## config.mk

```make
export PLATFORM = sky130hd
export DESIGN_NAME = frame_ring_allocator_core_flat
export DESIGN_NICKNAME = d
export VERILOG_FILES = /design/src/rtl/fra_pkg.sv /design/src/rtl/fra_ifs.sv /design/src/rtl/fra_engine.sv /design/src/rtl/fra_outq.sv /design/src/rtl/frame_ring_allocator_core.sv /design/src/flat_wrapper.sv
export SDC_FILE = /design/constraint.sdc
export NUM_CORES = 2
export LEC_CHECK = 0
export ABC_AREA = 1
export BUFFER_PORTS_ARGS = -buffer_cell sky130_fd_sc_hd__buf_4
export CAP_MARGIN = 20
export CORE_MARGIN = 10
export CORE_UTILIZATION = 46
export CTS_CLUSTER_SIZE = 30
export DETAILED_ROUTE_END_ITERATION = 8
export GPL_ROUTABILITY_DRIVEN = 1
export PLACE_DENSITY_LB_ADDON = 0.12
export SKIP_CTS_REPAIR_TIMING = 1
export SYNTH_ARGS = -nofsm -noshare
export SYNTH_HDL_FRONTEND = slang
export SYNTH_SLANG_ARGS = --single-unit
```

## constraint.sdc

```tcl
create_clock -name clk -period 6.7 [get_ports clk]
set_input_delay 1.34 -clock clk [delete_from_list [all_inputs] [get_ports clk]]
set_output_delay 1.34 -clock clk [all_outputs]
set_load 0.005 [all_outputs]
```

## src/rtl/fra_pkg.sv

```systemverilog
// ----------------------------------------------------------------------------
// fra_pkg
// Types, widths and codes shared by the frame ring allocator files.
// ----------------------------------------------------------------------------
package fra_pkg;

  localparam int RING_W         = 25;
  localparam int OFS_W          = 24;
  localparam int FIF_W          = 3;
  localparam int CFG_IDX_W      = 2;
  localparam int FRA_MAX_FRAMES = 4;
  localparam int Q_DEPTH        = 4;
  localparam int Q_PTR_W        = 2;
  localparam int Q_CNT_W        = 3;

  localparam logic [RING_W-1:0] RING_RESET = 25'd65536;
  localparam logic [RING_W-1:0] RING_MAX   = 25'h1000000;
  localparam logic [FIF_W-1:0]  FIF_RESET  = 3'd2;

  localparam logic [CFG_IDX_W-1:0] REG_RING_SIZE = 2'd0;
  localparam logic [CFG_IDX_W-1:0] REG_FRAMES    = 2'd1;
  localparam logic [CFG_IDX_W-1:0] REG_COHERENT  = 2'd2;

  localparam logic KIND_ALLOC = 1'b0;
  localparam logic KIND_EOF   = 1'b1;
  localparam logic RES_ALLOC  = 1'b0;
  localparam logic RES_FLUSH  = 1'b1;

  typedef struct packed {
    logic              kind;
    logic [RING_W-1:0] request_size;
  } fra_in_t;

  typedef struct packed {
    logic              result_kind;
    logic              granted;
    logic [OFS_W-1:0]  start_offset;
    logic [RING_W-1:0] range_length;
    logic              flush_needed;
    logic              ring_idle;
    logic              last;
  } fra_out_t;

  typedef struct packed {
    logic                 en;
    logic [CFG_IDX_W-1:0] index;
    logic [RING_W-1:0]    data;
  } fra_cfg_wr_t;

  typedef struct packed {
    logic     en;
    logic     two;
    fra_out_t first;
    fra_out_t second;
  } fra_push_t;

endpackage

```

## src/rtl/fra_ifs.sv

```systemverilog
// ----------------------------------------------------------------------------
// fra_ifs
// Valid/ready channel interfaces of the frame ring allocator.
// ----------------------------------------------------------------------------
interface fra_in_if import fra_pkg::*; ();
  logic              valid;
  logic              ready;
  logic              kind;
  logic [RING_W-1:0] request_size;

  modport source (output valid, kind, request_size, input ready);
  modport sink   (input valid, kind, request_size, output ready);
endinterface

interface fra_out_if import fra_pkg::*; ();
  logic              valid;
  logic              ready;
  logic              result_kind;
  logic              granted;
  logic [OFS_W-1:0]  start_offset;
  logic [RING_W-1:0] range_length;
  logic              flush_needed;
  logic              ring_idle;
  logic              last;

  modport source (output valid, result_kind, granted, start_offset, range_length,
                  flush_needed, ring_idle, last, input ready);
  modport sink   (input valid, result_kind, granted, start_offset, range_length,
                  flush_needed, ring_idle, last, output ready);
endinterface

interface fra_cfg_if import fra_pkg::*; ();
  logic                 valid;
  logic                 ready;
  logic [CFG_IDX_W-1:0] index;
  logic [RING_W-1:0]    data;

  modport source (output valid, index, data, input ready);
  modport sink   (input valid, index, data, output ready);
endinterface

```

## src/rtl/fra_engine.sv

```systemverilog
// ----------------------------------------------------------------------------
// fra_engine
// Configuration registers, allocator state and the combinational update that
// turns one registered item into one or two results.
// ----------------------------------------------------------------------------
module fra_engine import fra_pkg::*; #(
  parameter int MAX_FRAMES = FRA_MAX_FRAMES
) (
  input  logic        clk,
  input  logic        rst_n,
  input  fra_cfg_wr_t cfg_wr,
  input  fra_in_t     item,
  input  logic        issue,
  output fra_push_t   push
);

  localparam int IDX_W      = (MAX_FRAMES > 1) ? $clog2(MAX_FRAMES) : 1;
  localparam int RST_FRAMES = (int'(FIF_RESET) > MAX_FRAMES) ? MAX_FRAMES : int'(FIF_RESET);
  localparam int RST_OLDEST = (RST_FRAMES < 1) ? 0 : RST_FRAMES - 1;

  logic [RING_W-1:0] sz_r;
  logic [IDX_W-1:0]  oldest_r;
  logic              coherent_r;

  logic [RING_W-1:0] wo_r, wo_nxt;
  logic [RING_W-1:0] bf_r, bf_nxt;
  logic [RING_W-1:0] fs_r, fs_nxt;
  logic [RING_W-1:0] hist_r   [MAX_FRAMES];
  logic [RING_W-1:0] hist_nxt [MAX_FRAMES];

  logic [RING_W-1:0] sz_wr;
  logic [IDX_W-1:0]  oldest_wr;
  logic [FIF_W-1:0]  fif_wr;

  logic [RING_W-1:0] req;
  logic [RING_W-1:0] tail;
  logic [RING_W:0]   wo_plus_req;
  logic              over;
  logic [RING_W-1:0] bf_w;
  logic [RING_W-1:0] used;
  logic              two;
  logic [RING_W:0]   wrap_st;
  logic [RING_W-1:0] r0s;
  logic [RING_W-1:0] r0s_c;
  logic [RING_W:0]   rel_sum;
  logic [RING_W-1:0] bf_eof;
  fra_out_t          first, second;

  always_comb begin
    if (cfg_wr.data == '0) begin
      sz_wr = RING_W'(1);
    end else if (cfg_wr.data > RING_MAX) begin
      sz_wr = RING_MAX;
    end else begin
      sz_wr = cfg_wr.data;
    end
    fif_wr = cfg_wr.data[FIF_W-1:0];
    if (fif_wr == '0) begin
      oldest_wr = '0;
    end else if (int'(fif_wr) > MAX_FRAMES) begin
      oldest_wr = IDX_W'(MAX_FRAMES - 1);
    end else begin
      oldest_wr = IDX_W'(int'(fif_wr) - 1);
    end
  end

  always_comb begin
    req         = item.request_size;
    tail        = sz_r - wo_r;
    wo_plus_req = {1'b0, wo_r} + {1'b0, req};
    over        = wo_plus_req > {1'b0, sz_r};
    bf_w        = (bf_r > tail) ? (bf_r - tail) : '0;
    used        = (fs_r > bf_r) ? (fs_r - bf_r) : '0;
    two         = used > wo_r;
    wrap_st     = {1'b0, wo_r} + {1'b0, sz_r} - {1'b0, used};
    r0s         = two ? wrap_st[RING_W-1:0] : (wo_r - used);
    r0s_c       = (r0s >= sz_r) ? '0 : r0s;
    rel_sum     = {1'b0, bf_r} + {1'b0, hist_r[oldest_r]};
    bf_eof      = (rel_sum > {1'b0, sz_r}) ? sz_r : rel_sum[RING_W-1:0];

    wo_nxt   = wo_r;
    bf_nxt   = bf_r;
    fs_nxt   = fs_r;
    hist_nxt = hist_r;
    first    = '0;
    second   = '0;
    first.last = 1'b1;

    if (item.kind == KIND_ALLOC) begin
      first.result_kind = RES_ALLOC;
      if (bf_r < req) begin
        first.granted = 1'b0;
      end else if (over) begin
        wo_nxt = '0;
        if (bf_w < req) begin
          bf_nxt        = bf_w;
          first.granted = 1'b0;
        end else begin
          wo_nxt        = req;
          bf_nxt        = bf_w - req;
          first.granted = 1'b1;
        end
      end else begin
        wo_nxt             = wo_plus_req[RING_W-1:0];
        bf_nxt             = bf_r - req;
        first.granted      = 1'b1;
        first.start_offset = (wo_r >= sz_r) ? '0 : wo_r[OFS_W-1:0];
      end
    end else begin
      bf_nxt      = bf_eof;
      fs_nxt      = bf_eof;
      hist_nxt[0] = used;
      for (int i = 1; i < MAX_FRAMES; i++) begin
        if (i <= int'(oldest_r)) begin
          hist_nxt[i] = hist_r[i-1];
        end
      end
      first.result_kind   = RES_FLUSH;
      first.start_offset  = r0s_c[OFS_W-1:0];
      first.range_length  = two ? (used - wo_r) : used;
      first.flush_needed  = ~coherent_r;
      first.last          = ~two;
      second.result_kind  = RES_FLUSH;
      second.range_length = wo_r;
      second.flush_needed = ~coherent_r;
      second.last         = 1'b1;
    end

    first.ring_idle  = (bf_nxt == sz_r);
    second.ring_idle = (bf_nxt == sz_r);

    push.en     = issue;
    push.two    = (item.kind == KIND_EOF) && two;
    push.first  = first;
    push.second = second;
  end

  always_ff @(posedge clk) begin
    if (!rst_n) begin
      sz_r       <= RING_RESET;
      oldest_r   <= IDX_W'(RST_OLDEST);
      coherent_r <= 1'b0;
      wo_r       <= '0;
      bf_r       <= RING_RESET;
      fs_r       <= RING_RESET;
      for (int i = 0; i < MAX_FRAMES; i++) begin
        hist_r[i] <= '0;
      end
    end else if (cfg_wr.en && cfg_wr.index == REG_RING_SIZE) begin
      sz_r <= sz_wr;
      wo_r <= '0;
      bf_r <= sz_wr;
      fs_r <= sz_wr;
      for (int i = 0; i < MAX_FRAMES; i++) begin
        hist_r[i] <= '0;
      end
    end else begin
      if (cfg_wr.en) begin
        unique case (cfg_wr.index)
          REG_FRAMES:   oldest_r   <= oldest_wr;
          REG_COHERENT: coherent_r <= cfg_wr.data[0];
          default: ;
        endcase
      end
      if (issue) begin
        wo_r   <= wo_nxt;
        bf_r   <= bf_nxt;
        fs_r   <= fs_nxt;
        hist_r <= hist_nxt;
      end
    end
  end

endmodule

```

## src/rtl/fra_outq.sv

```systemverilog
// ----------------------------------------------------------------------------
// fra_outq
// Four-entry result queue that takes one or two results per cycle and
// presents one result per transfer on the output channel.
// ----------------------------------------------------------------------------
module fra_outq import fra_pkg::*; (
  input  logic      clk,
  input  logic      rst_n,
  input  fra_push_t push,
  output logic      room,
  output logic      out_valid,
  input  logic      out_ready,
  output fra_out_t  out_data
);

  fra_out_t            q_r [Q_DEPTH];
  logic [Q_PTR_W-1:0]  wr_ptr_r, rd_ptr_r;
  logic [Q_CNT_W-1:0]  count_r, count_nxt;
  logic [Q_CNT_W-1:0]  n_push;
  logic                pop;
  logic [Q_PTR_W-1:0]  wr_ptr_1;

  assign out_valid = (count_r != '0);
  assign out_data  = q_r[rd_ptr_r];
  assign pop       = out_valid && out_ready;
  assign room      = (int'(count_r) <= Q_DEPTH - 2);
  assign wr_ptr_1  = wr_ptr_r + Q_PTR_W'(1);

  always_comb begin
    if (!push.en) begin
      n_push = '0;
    end else if (push.two) begin
      n_push = Q_CNT_W'(2);
    end else begin
      n_push = Q_CNT_W'(1);
    end
    count_nxt = count_r + n_push - Q_CNT_W'(pop);
  end

  always_ff @(posedge clk) begin
    if (!rst_n) begin
      wr_ptr_r <= '0;
      rd_ptr_r <= '0;
      count_r  <= '0;
    end else begin
      wr_ptr_r <= wr_ptr_r + n_push[Q_PTR_W-1:0];
      if (pop) begin
        rd_ptr_r <= rd_ptr_r + Q_PTR_W'(1);
      end
      count_r <= count_nxt;
    end
  end

  always_ff @(posedge clk) begin
    if (push.en) begin
      q_r[wr_ptr_r] <= push.first;
      if (push.two) begin
        q_r[wr_ptr_1] <= push.second;
      end
    end
  end

endmodule

```

## src/rtl/frame_ring_allocator_core.sv

```systemverilog
// ----------------------------------------------------------------------------
// frame_ring_allocator_core
// Ring allocator over a byte buffer with per-frame release and flush ranges.
//
//   channel  dir  transfer carries
//   in_ch    in   kind, request_size
//   out_ch   out  result_kind, granted, start_offset, range_length,
//                 flush_needed, ring_idle, last
//   cfg_ch   in   index, data (always ready)
//
// An item is registered on input and resolved against the allocator state
// once the output queue has room; its results are registered into a
// four-entry output queue, from which the first result is offered.
// One item per cycle is sustained while the queue holds at most two results;
// an end of frame that wraps emits two results through the one output port.
// Reset is synchronous and active low and restores the power-on registers.
// ----------------------------------------------------------------------------
module frame_ring_allocator_core import fra_pkg::*; #(
  parameter int MAX_FRAMES = FRA_MAX_FRAMES
) (
  input  logic      clk,
  input  logic      rst_n,
  fra_in_if.sink    in_ch,
  fra_out_if.source out_ch,
  fra_cfg_if.sink   cfg_ch
);

  logic        in_valid_r;
  fra_in_t     in_data_r;
  logic        room;
  logic        issue;
  fra_cfg_wr_t cfg_wr;
  fra_push_t   push;
  fra_out_t    out_data;

  assign issue        = in_valid_r && room;
  assign in_ch.ready  = !in_valid_r || issue;
  assign cfg_ch.ready = 1'b1;

  assign cfg_wr.en    = cfg_ch.valid;
  assign cfg_wr.index = cfg_ch.index;
  assign cfg_wr.data  = cfg_ch.data;

  always_ff @(posedge clk) begin
    if (!rst_n) begin
      in_valid_r <= 1'b0;
    end else if (in_ch.ready) begin
      in_valid_r <= in_ch.valid;
    end
  end

  always_ff @(posedge clk) begin
    if (in_ch.valid && in_ch.ready) begin
      in_data_r.kind         <= in_ch.kind;
      in_data_r.request_size <= in_ch.request_size;
    end
  end

  fra_engine #(
    .MAX_FRAMES(MAX_FRAMES)
  ) u_engine (
    .clk    (clk),
    .rst_n  (rst_n),
    .cfg_wr (cfg_wr),
    .item   (in_data_r),
    .issue  (issue),
    .push   (push)
  );

  fra_outq u_outq (
    .clk       (clk),
    .rst_n     (rst_n),
    .push      (push),
    .room      (room),
    .out_valid (out_ch.valid),
    .out_ready (out_ch.ready),
    .out_data  (out_data)
  );

  assign out_ch.result_kind  = out_data.result_kind;
  assign out_ch.granted      = out_data.granted;
  assign out_ch.start_offset = out_data.start_offset;
  assign out_ch.range_length = out_data.range_length;
  assign out_ch.flush_needed = out_data.flush_needed;
  assign out_ch.ring_idle    = out_data.ring_idle;
  assign out_ch.last         = out_data.last;

endmodule

```

## src/flat_wrapper.sv

```systemverilog
// flat-port wrapper written by rule: the top's interface ports become plain ports
module frame_ring_allocator_core_flat import fra_pkg::*;
#(
  parameter int MAX_FRAMES = FRA_MAX_FRAMES
)
  (clk, rst_n, in_ch_valid, in_ch_kind, in_ch_request_size, in_ch_ready, out_ch_valid, out_ch_result_kind, out_ch_granted, out_ch_start_offset, out_ch_range_length, out_ch_flush_needed, out_ch_ring_idle, out_ch_last, out_ch_ready, cfg_ch_valid, cfg_ch_index, cfg_ch_data, cfg_ch_ready);
  fra_in_if in_ch_i ();
  fra_out_if out_ch_i ();
  fra_cfg_if cfg_ch_i ();
  input  logic clk;
  input  logic rst_n;
  input wire logic [$bits(in_ch_i.valid)-1:0] in_ch_valid;
  input wire logic [$bits(in_ch_i.kind)-1:0] in_ch_kind;
  input wire logic [$bits(in_ch_i.request_size)-1:0] in_ch_request_size;
  output wire logic [$bits(in_ch_i.ready)-1:0] in_ch_ready;
  output wire logic [$bits(out_ch_i.valid)-1:0] out_ch_valid;
  output wire logic [$bits(out_ch_i.result_kind)-1:0] out_ch_result_kind;
  output wire logic [$bits(out_ch_i.granted)-1:0] out_ch_granted;
  output wire logic [$bits(out_ch_i.start_offset)-1:0] out_ch_start_offset;
  output wire logic [$bits(out_ch_i.range_length)-1:0] out_ch_range_length;
  output wire logic [$bits(out_ch_i.flush_needed)-1:0] out_ch_flush_needed;
  output wire logic [$bits(out_ch_i.ring_idle)-1:0] out_ch_ring_idle;
  output wire logic [$bits(out_ch_i.last)-1:0] out_ch_last;
  input wire logic [$bits(out_ch_i.ready)-1:0] out_ch_ready;
  input wire logic [$bits(cfg_ch_i.valid)-1:0] cfg_ch_valid;
  input wire logic [$bits(cfg_ch_i.index)-1:0] cfg_ch_index;
  input wire logic [$bits(cfg_ch_i.data)-1:0] cfg_ch_data;
  output wire logic [$bits(cfg_ch_i.ready)-1:0] cfg_ch_ready;
  assign in_ch_i.valid = in_ch_valid;
  assign in_ch_i.kind = in_ch_kind;
  assign in_ch_i.request_size = in_ch_request_size;
  assign in_ch_ready = in_ch_i.ready;
  assign out_ch_valid = out_ch_i.valid;
  assign out_ch_result_kind = out_ch_i.result_kind;
  assign out_ch_granted = out_ch_i.granted;
  assign out_ch_start_offset = out_ch_i.start_offset;
  assign out_ch_range_length = out_ch_i.range_length;
  assign out_ch_flush_needed = out_ch_i.flush_needed;
  assign out_ch_ring_idle = out_ch_i.ring_idle;
  assign out_ch_last = out_ch_i.last;
  assign out_ch_i.ready = out_ch_ready;
  assign cfg_ch_i.valid = cfg_ch_valid;
  assign cfg_ch_i.index = cfg_ch_index;
  assign cfg_ch_i.data = cfg_ch_data;
  assign cfg_ch_ready = cfg_ch_i.ready;
  frame_ring_allocator_core #(.MAX_FRAMES(MAX_FRAMES)) u_core (.clk(clk), .rst_n(rst_n), .in_ch(in_ch_i), .out_ch(out_ch_i), .cfg_ch(cfg_ch_i));
endmodule
```

# ---- Word-level counts from Yosys, hierarchy flattened
# Memory sizes are Yosys's and may differ from the RTL's. A register that Yosys moved wholly into a read port is not among the register bits.
# Index checks and enable logic that the tools add are counted.
dict set report word_totals {
  regBits 237
  latch_bits 0
  ram_bits 216
  rom_bits 0
  input_bits 58
  output_inout_bits 57
  word_cells 127
  mem_count 1
}
# name words width rd rd_clocked_by_memory_dff write_ports line
set memory_table {}
lappend memory_table {u_core.u_outq.q_r 4 54 1 1 2 fra_outq.sv:16} ;# fra_out_t q_r [Q_DEPTH];
dict set report op_classes {
  n_addsub 17
  n_mul 0
  div 0
  order_cmp 16
  n_eq_ne 3
  n_shift 0
  mux 45
  n_bitwise 7
  n_reduce_logical 22
}
# operator count
set ops {}
lappend ops {{2-to-1 mux 25 bit} 20}
lappend ops {{subtractor 25 bit} 8}
lappend ops {{2-to-1 mux 24 bit} 5}
lappend ops {{> comparator 25 bit} 3}
lappend ops {{adder 25 x 25 -> 26 bit} 2}
lappend ops {{> comparator 26 x 25 -> 1 bit} 2}
lappend ops {{2-to-1 mux 26 bit} 2}
lappend ops {{binary-select mux 25 bit (select 2 bit)} 1}
lappend ops {{greater-or-equal comparator 25 bit} 2}
lappend ops {{< comparator 25 bit} 2}
lappend ops {{adder 25 bit} 1}
lappend ops {{== test 25 bit} 1}
lappend ops {{> comparator 25 bit, second input constant} 1}
lappend ops {{zero test 25 bit} 1}
lappend ops {{AND reduction 3 bit} 6}
lappend ops {{2-to-1 mux 2 bit} 6}
lappend ops {{2-to-1 mux 1 bit} 11}
lappend ops {{inverter 1 bit} 6}
lappend ops {{logical AND 1 bit} 5}
lappend ops {{adder 2 x 1 -> 2 bit, second input constant} 2}
lappend ops {{<= comparator 2 bit, first input constant} 2}
lappend ops {{AND reduction 2 bit} 2}
lappend ops {{nonzero test 2 bit} 2}
lappend ops {{adder 3 bit} 1}
lappend ops {{other kinds (16)} 16}

# ---- Logic depth before layout (Yosys ltp)
dict set report logic_depth {
  word_depth 10
  ltp_mapped 53
}

# ---- By module
# Synthesis repeated with hierarchy kept, for this count alone.
dict set report hier_totals {
  cells_unflattened 5702
  hier_area_um2 39623.0
}
# module n_inst cells_per_inst area_each_um2
set modules_own_cells {}
lappend modules_own_cells {fra_engine 1 4540 27999.4}
lappend modules_own_cells {fra_outq 1 1125 10772.8}
lappend modules_own_cells {frame_ring_allocator_core 1 37 850.8}

# ---- Least setup slack after synthesis
# Ideal clock, no wire load.
dict set report synth_path {
  path_type {reg-to-reg}
  start {register u_core.u_engine.bf_r[1]}
  end {memory u_core.u_outq.q_r[0][39] (netlist bit)}
  setup_ps 59
  arrival_ps 6276
  t_required_ps 6641
  setup_slack_ps 365
  path_stages_with_launch 49
  path_buffers 2
  synth_period_minus_slack_ps 6335
  path_cell_list {dfxtp_1 > inv_1 > ha_1 > a21o_1 > a21oi_1 > o21ai_1 > nand2_1 > nand2_1 > nand3_1 > nand3_1 > a21oi_1 > o21bai_1 > nand2_1 > buf_2 > inv_1 > nand2_1 > inv_1 > fa_1 > [13 not listed] > o211ai_1 > a21oi_1 > xor2_1 > xnor2_1 > nand2_1 > nand2_1 > ha_1 > nand2_1 > inv_1 > nand3_1 > nor4_1 > nand2_1 > o2111ai_1 > a21oi_1 > clkbuf_1 > nand2_1 > o21ai_1 > a22o_1}
}
# element line
set synth_lines {}
lappend synth_lines {{start: declaration} fra_engine.sv:26} ;# logic [RING_W-1:0] bf_r, bf_nxt;
lappend synth_lines {{start signal: assignment} fra_engine.sv:152} ;# bf_r <= sz_wr;
lappend synth_lines {{start signal: assignment} fra_engine.sv:167} ;# bf_r <= bf_nxt;
lappend synth_lines {{end: declaration} fra_outq.sv:16}

==> metrics.cfg <==
[outcome]
status = complete, but fails checks
violations = setup timing

[floorplan]
die_area_um2 = 93200
rows = 104
start_util = 0.465
dieWidth_um = 305
core-area_um2 = 80500
ios = 115
die_h_um = 305

[logic_synthesis]
syn_nets = 5829
synth_ff_type = dfxtp_1
yosys.area.top_type_share = 0.167
synthTopCellsByArea = dfxtp_1 17%, nand2_1 12%, edfxtp_1 11%
synth_warnings = 0
ys_seq_area_frac = 0.281
yosysUniqueCellTypes = 66
syn_inst = 5409
synthArstFlopShare = 0
synth_edf_count = 142
synth_area_um2 = 37400
syn_area_per_cell_um2 = 6.92
ys_ff_latch = 455
synth_common_cells = 1174 x nand2_1, 592 x inv_1, 478 x nor2_1, 478 x o21ai_0, 390 x a21oi_1
synth.most_common_cell = nand2_1
synth.largest_area_cell = dfxtp_1

[timing]
hold_violations = 0
setup_viol = 4
timing.fmax_ghz = 0.146
fin_setup_tns_ps = -530
fin_skew_ps = 48.1
period_needed_ps = 6850
slew_headroom = 0.344
fin_ws_ps = -153
worstMarginPinSlew_ps = 984
slew_viol_final = 0
finalCritPeriodShare = 1.02
rsz0062_at_grt = true

[clock_tree]
path_clk_slew_ps = 60
worstSkewPairLatency_ps = 660
cts_tree = done
cts-buffers-inserted = 52
cts-htree-levels = 2
root_buffer = clkbuf_16
cts_sinks = 455
clockBufferDepth = 3

[worst_hold_path]
hold_path_end = u_core.u_outq.q_r[1][49]
hold_start = u_core.u_outq.q_r[1][49]
min_path_cells = 2
hold_path.class = flop to flop

[power_and_ir_drop]
comb_power_share = 0.771
internal_power_mw = 14.7
pwr-share-clk = 0.109
powerDensity_nw_per_um2 = 582
cellLeakagePower_nw = 23.9
pwr-share-seq = 0.120
power_mw = 29.2
ir_worst_vdd_mv = 0.469
p_switching_mw = 14.5
switching_share = 0.498

[cells_and_area]
final_cell_area_um2 = 50100
final_cell_count_no_fill = 7337
drive_above_1_share = 0.266
fillers = 7508
fin_nets = 6651
syn2layout_area_growth_pct = 33.9

[global_routing]
antenna_found_initial = 7
grt_use_total = 0.350
grt_overflow = 0
grt_max_degree = 104
grt_pass1_wl_um = 250000
grt_pass1_vias = 39200

[critical_path]
cp_common_cell = nand2_2
cp.arrival_ps = 7350
cp_slowest_stage_delay_ps = 390
critPathTopFamily = simple AND/OR/NAND/NOR gates
reg2reg_depth = 51
worstReg2RegStart = u_core.u_engine.sz_r[0]
regToRegEndpoint = u_core.u_outq.q_r[0][1]
critPathBufInv = 8
cp-start-kind = flop
cp_slowest_cell = ha_2
ff2ff_setup_slack_ps = -150
required_ps = 7200
endpoint_kind = flop
crit_type = flop to flop
cp_max_fo = 8

[placed_design]
placed_cells = 7171
pre_cts_slack_ps = -1100
place.gp.congestion = 1.04
port-buffer-count = 113
dp_hpwl_um = 137000
place_area_um2 = 44800

[routing]
routedWlPerCell_um = 23.9
firstDrtPassIters = 7
vias = 42600
drc = 0
vias_per_cell = 5.81
drt_iter0_markers = 4412
wl_um = 175000
antenna_left = 0

[job]
maxCapViolations = 0

-- power by group through the flow --
stage / Combinational, mW / Sequential (mW) / Clock, mW
6_report: 22.5 / 3.50 / 3.17
5_1_grt: 24.0 / 3.54 / 3.28
4_1_cts: 18.8 / 3.48 / 3.18
3_5_place_dp: 18.7 / 3.54 / 0
3_3_place_gp: 18.7 / 3.53 / 0
2_1_floorplan: 9.95 / 3.49 / 0
-- worst max-delay path by stage --
stage                                       start                  endpoint  slack, ps  depth (start not counted)
after floorplan           u_core.u_engine.bf_r[1]  u_core.u_outq.q_r[0][39]        370                         48
after global placement    u_core.u_engine.wo_r[0]   u_core.u_outq.q_r[3][1]      -1060                         46
after detailed placement  u_core.u_engine.wo_r[0]   u_core.u_outq.q_r[3][1]      -1100                         49
after CTS                 u_core.u_engine.wo_r[0]   u_core.u_outq.q_r[3][1]      -1160                         49
after global routing      u_core.u_engine.sz_r[0]   u_core.u_outq.q_r[0][1]       -360                         53
final                     u_core.u_engine.sz_r[0]   u_core.u_outq.q_r[0][1]       -150                         51
-- worst register-to-register path, delay by kind of cell, from the launching register on --
kind / cells / cell delay, ps
xor gates and xnor gates: 1 / 150
adders and majority gates: 4 / 1110
DFF: 1 / 320
buffers and inverters: 8 / 1000
and+or+nand+nor: 33 / 3480
AOI/OAI and AO/OA: 5 / 660
-- placed cells by master, fill, tap and decap left out, drive strengths merged, types with 16 or more instances in the layout --
master,count
ha,328
inv,623
a21oi,396
a31oi,66
clkinv,21
nand3,360
o21bai,22
o221ai,16
buf,970
o22ai,179
nor3,46
xnor2,82
edfxtp,142
nand4,53
nor2,490
a22o,52
fa,34
clkbuf,65
xor2,102
nand2,1196
a21o,23
dfxtp,313
o21ai,557
-- state kept, by name (all words and copies together), names as in the netlist, named ones only --
signal,cells
u_core.u_outq.q_r,216
u_core.u_engine.hist_r,100
u_core.in_data_r,26
u_core.u_engine.bf_r,25
u_core.u_engine.fs_r,25
u_core.u_engine.sz_r,25
u_core.u_engine.wo_r,25
u_core.u_outq.count_r,3
u_core.u_engine.oldest_r,2
u_core.u_outq.rd_ptr_r,2
u_core.u_outq.wr_ptr_r,2
u_core.in_valid_r,1
u_core.u_engine.coherent_r,1
-- area by class of cell --
type,count,area [µm²],area share
Clock buffer,60,1370,0.0274
Tap cell,1060,1330,0.0265
Multi-Input combinational cell,4123,26300,0.526
Inverter,624,2350,0.0470
Antenna cell,3,7.51,0.000150
Sequential cell,455,10600,0.211
Clock inverter,37,504,0.0101
Timing Repair Buffer,975,7650,0.153
-- through the flow --
step	hold WS, ps	utilization
after global routing	469	0.622
after floorplan	421	-
after CTS	449	0.580
after detailed placement	434	0.556
after global placement	431	0.556
final	449	0.622
-- kinds of logic after synthesis --
logic type,count (synthesis),share of synthesized area
AOI/OAI and AO/OA,1378,0.210
xor gates and xnor gates,184,0.0431
adders and majority gates,362,0.128
buffers and inverters,834,0.0879
DFF,455,0.281
muxes,13,0.00348
other,1,0.000100
and+or+nand+nor,2182,0.246
-- routing by layer --
metal  GRT usage  vias up  part of all wire
met5           0        -           0.00047
met4       0.182       12             0.064
met3      0.0572      496             0.090
met2       0.547     2099              0.43
met1       0.460    19900              0.41
li1            -    20100                 -
Power figures use the tool's default switching activity.
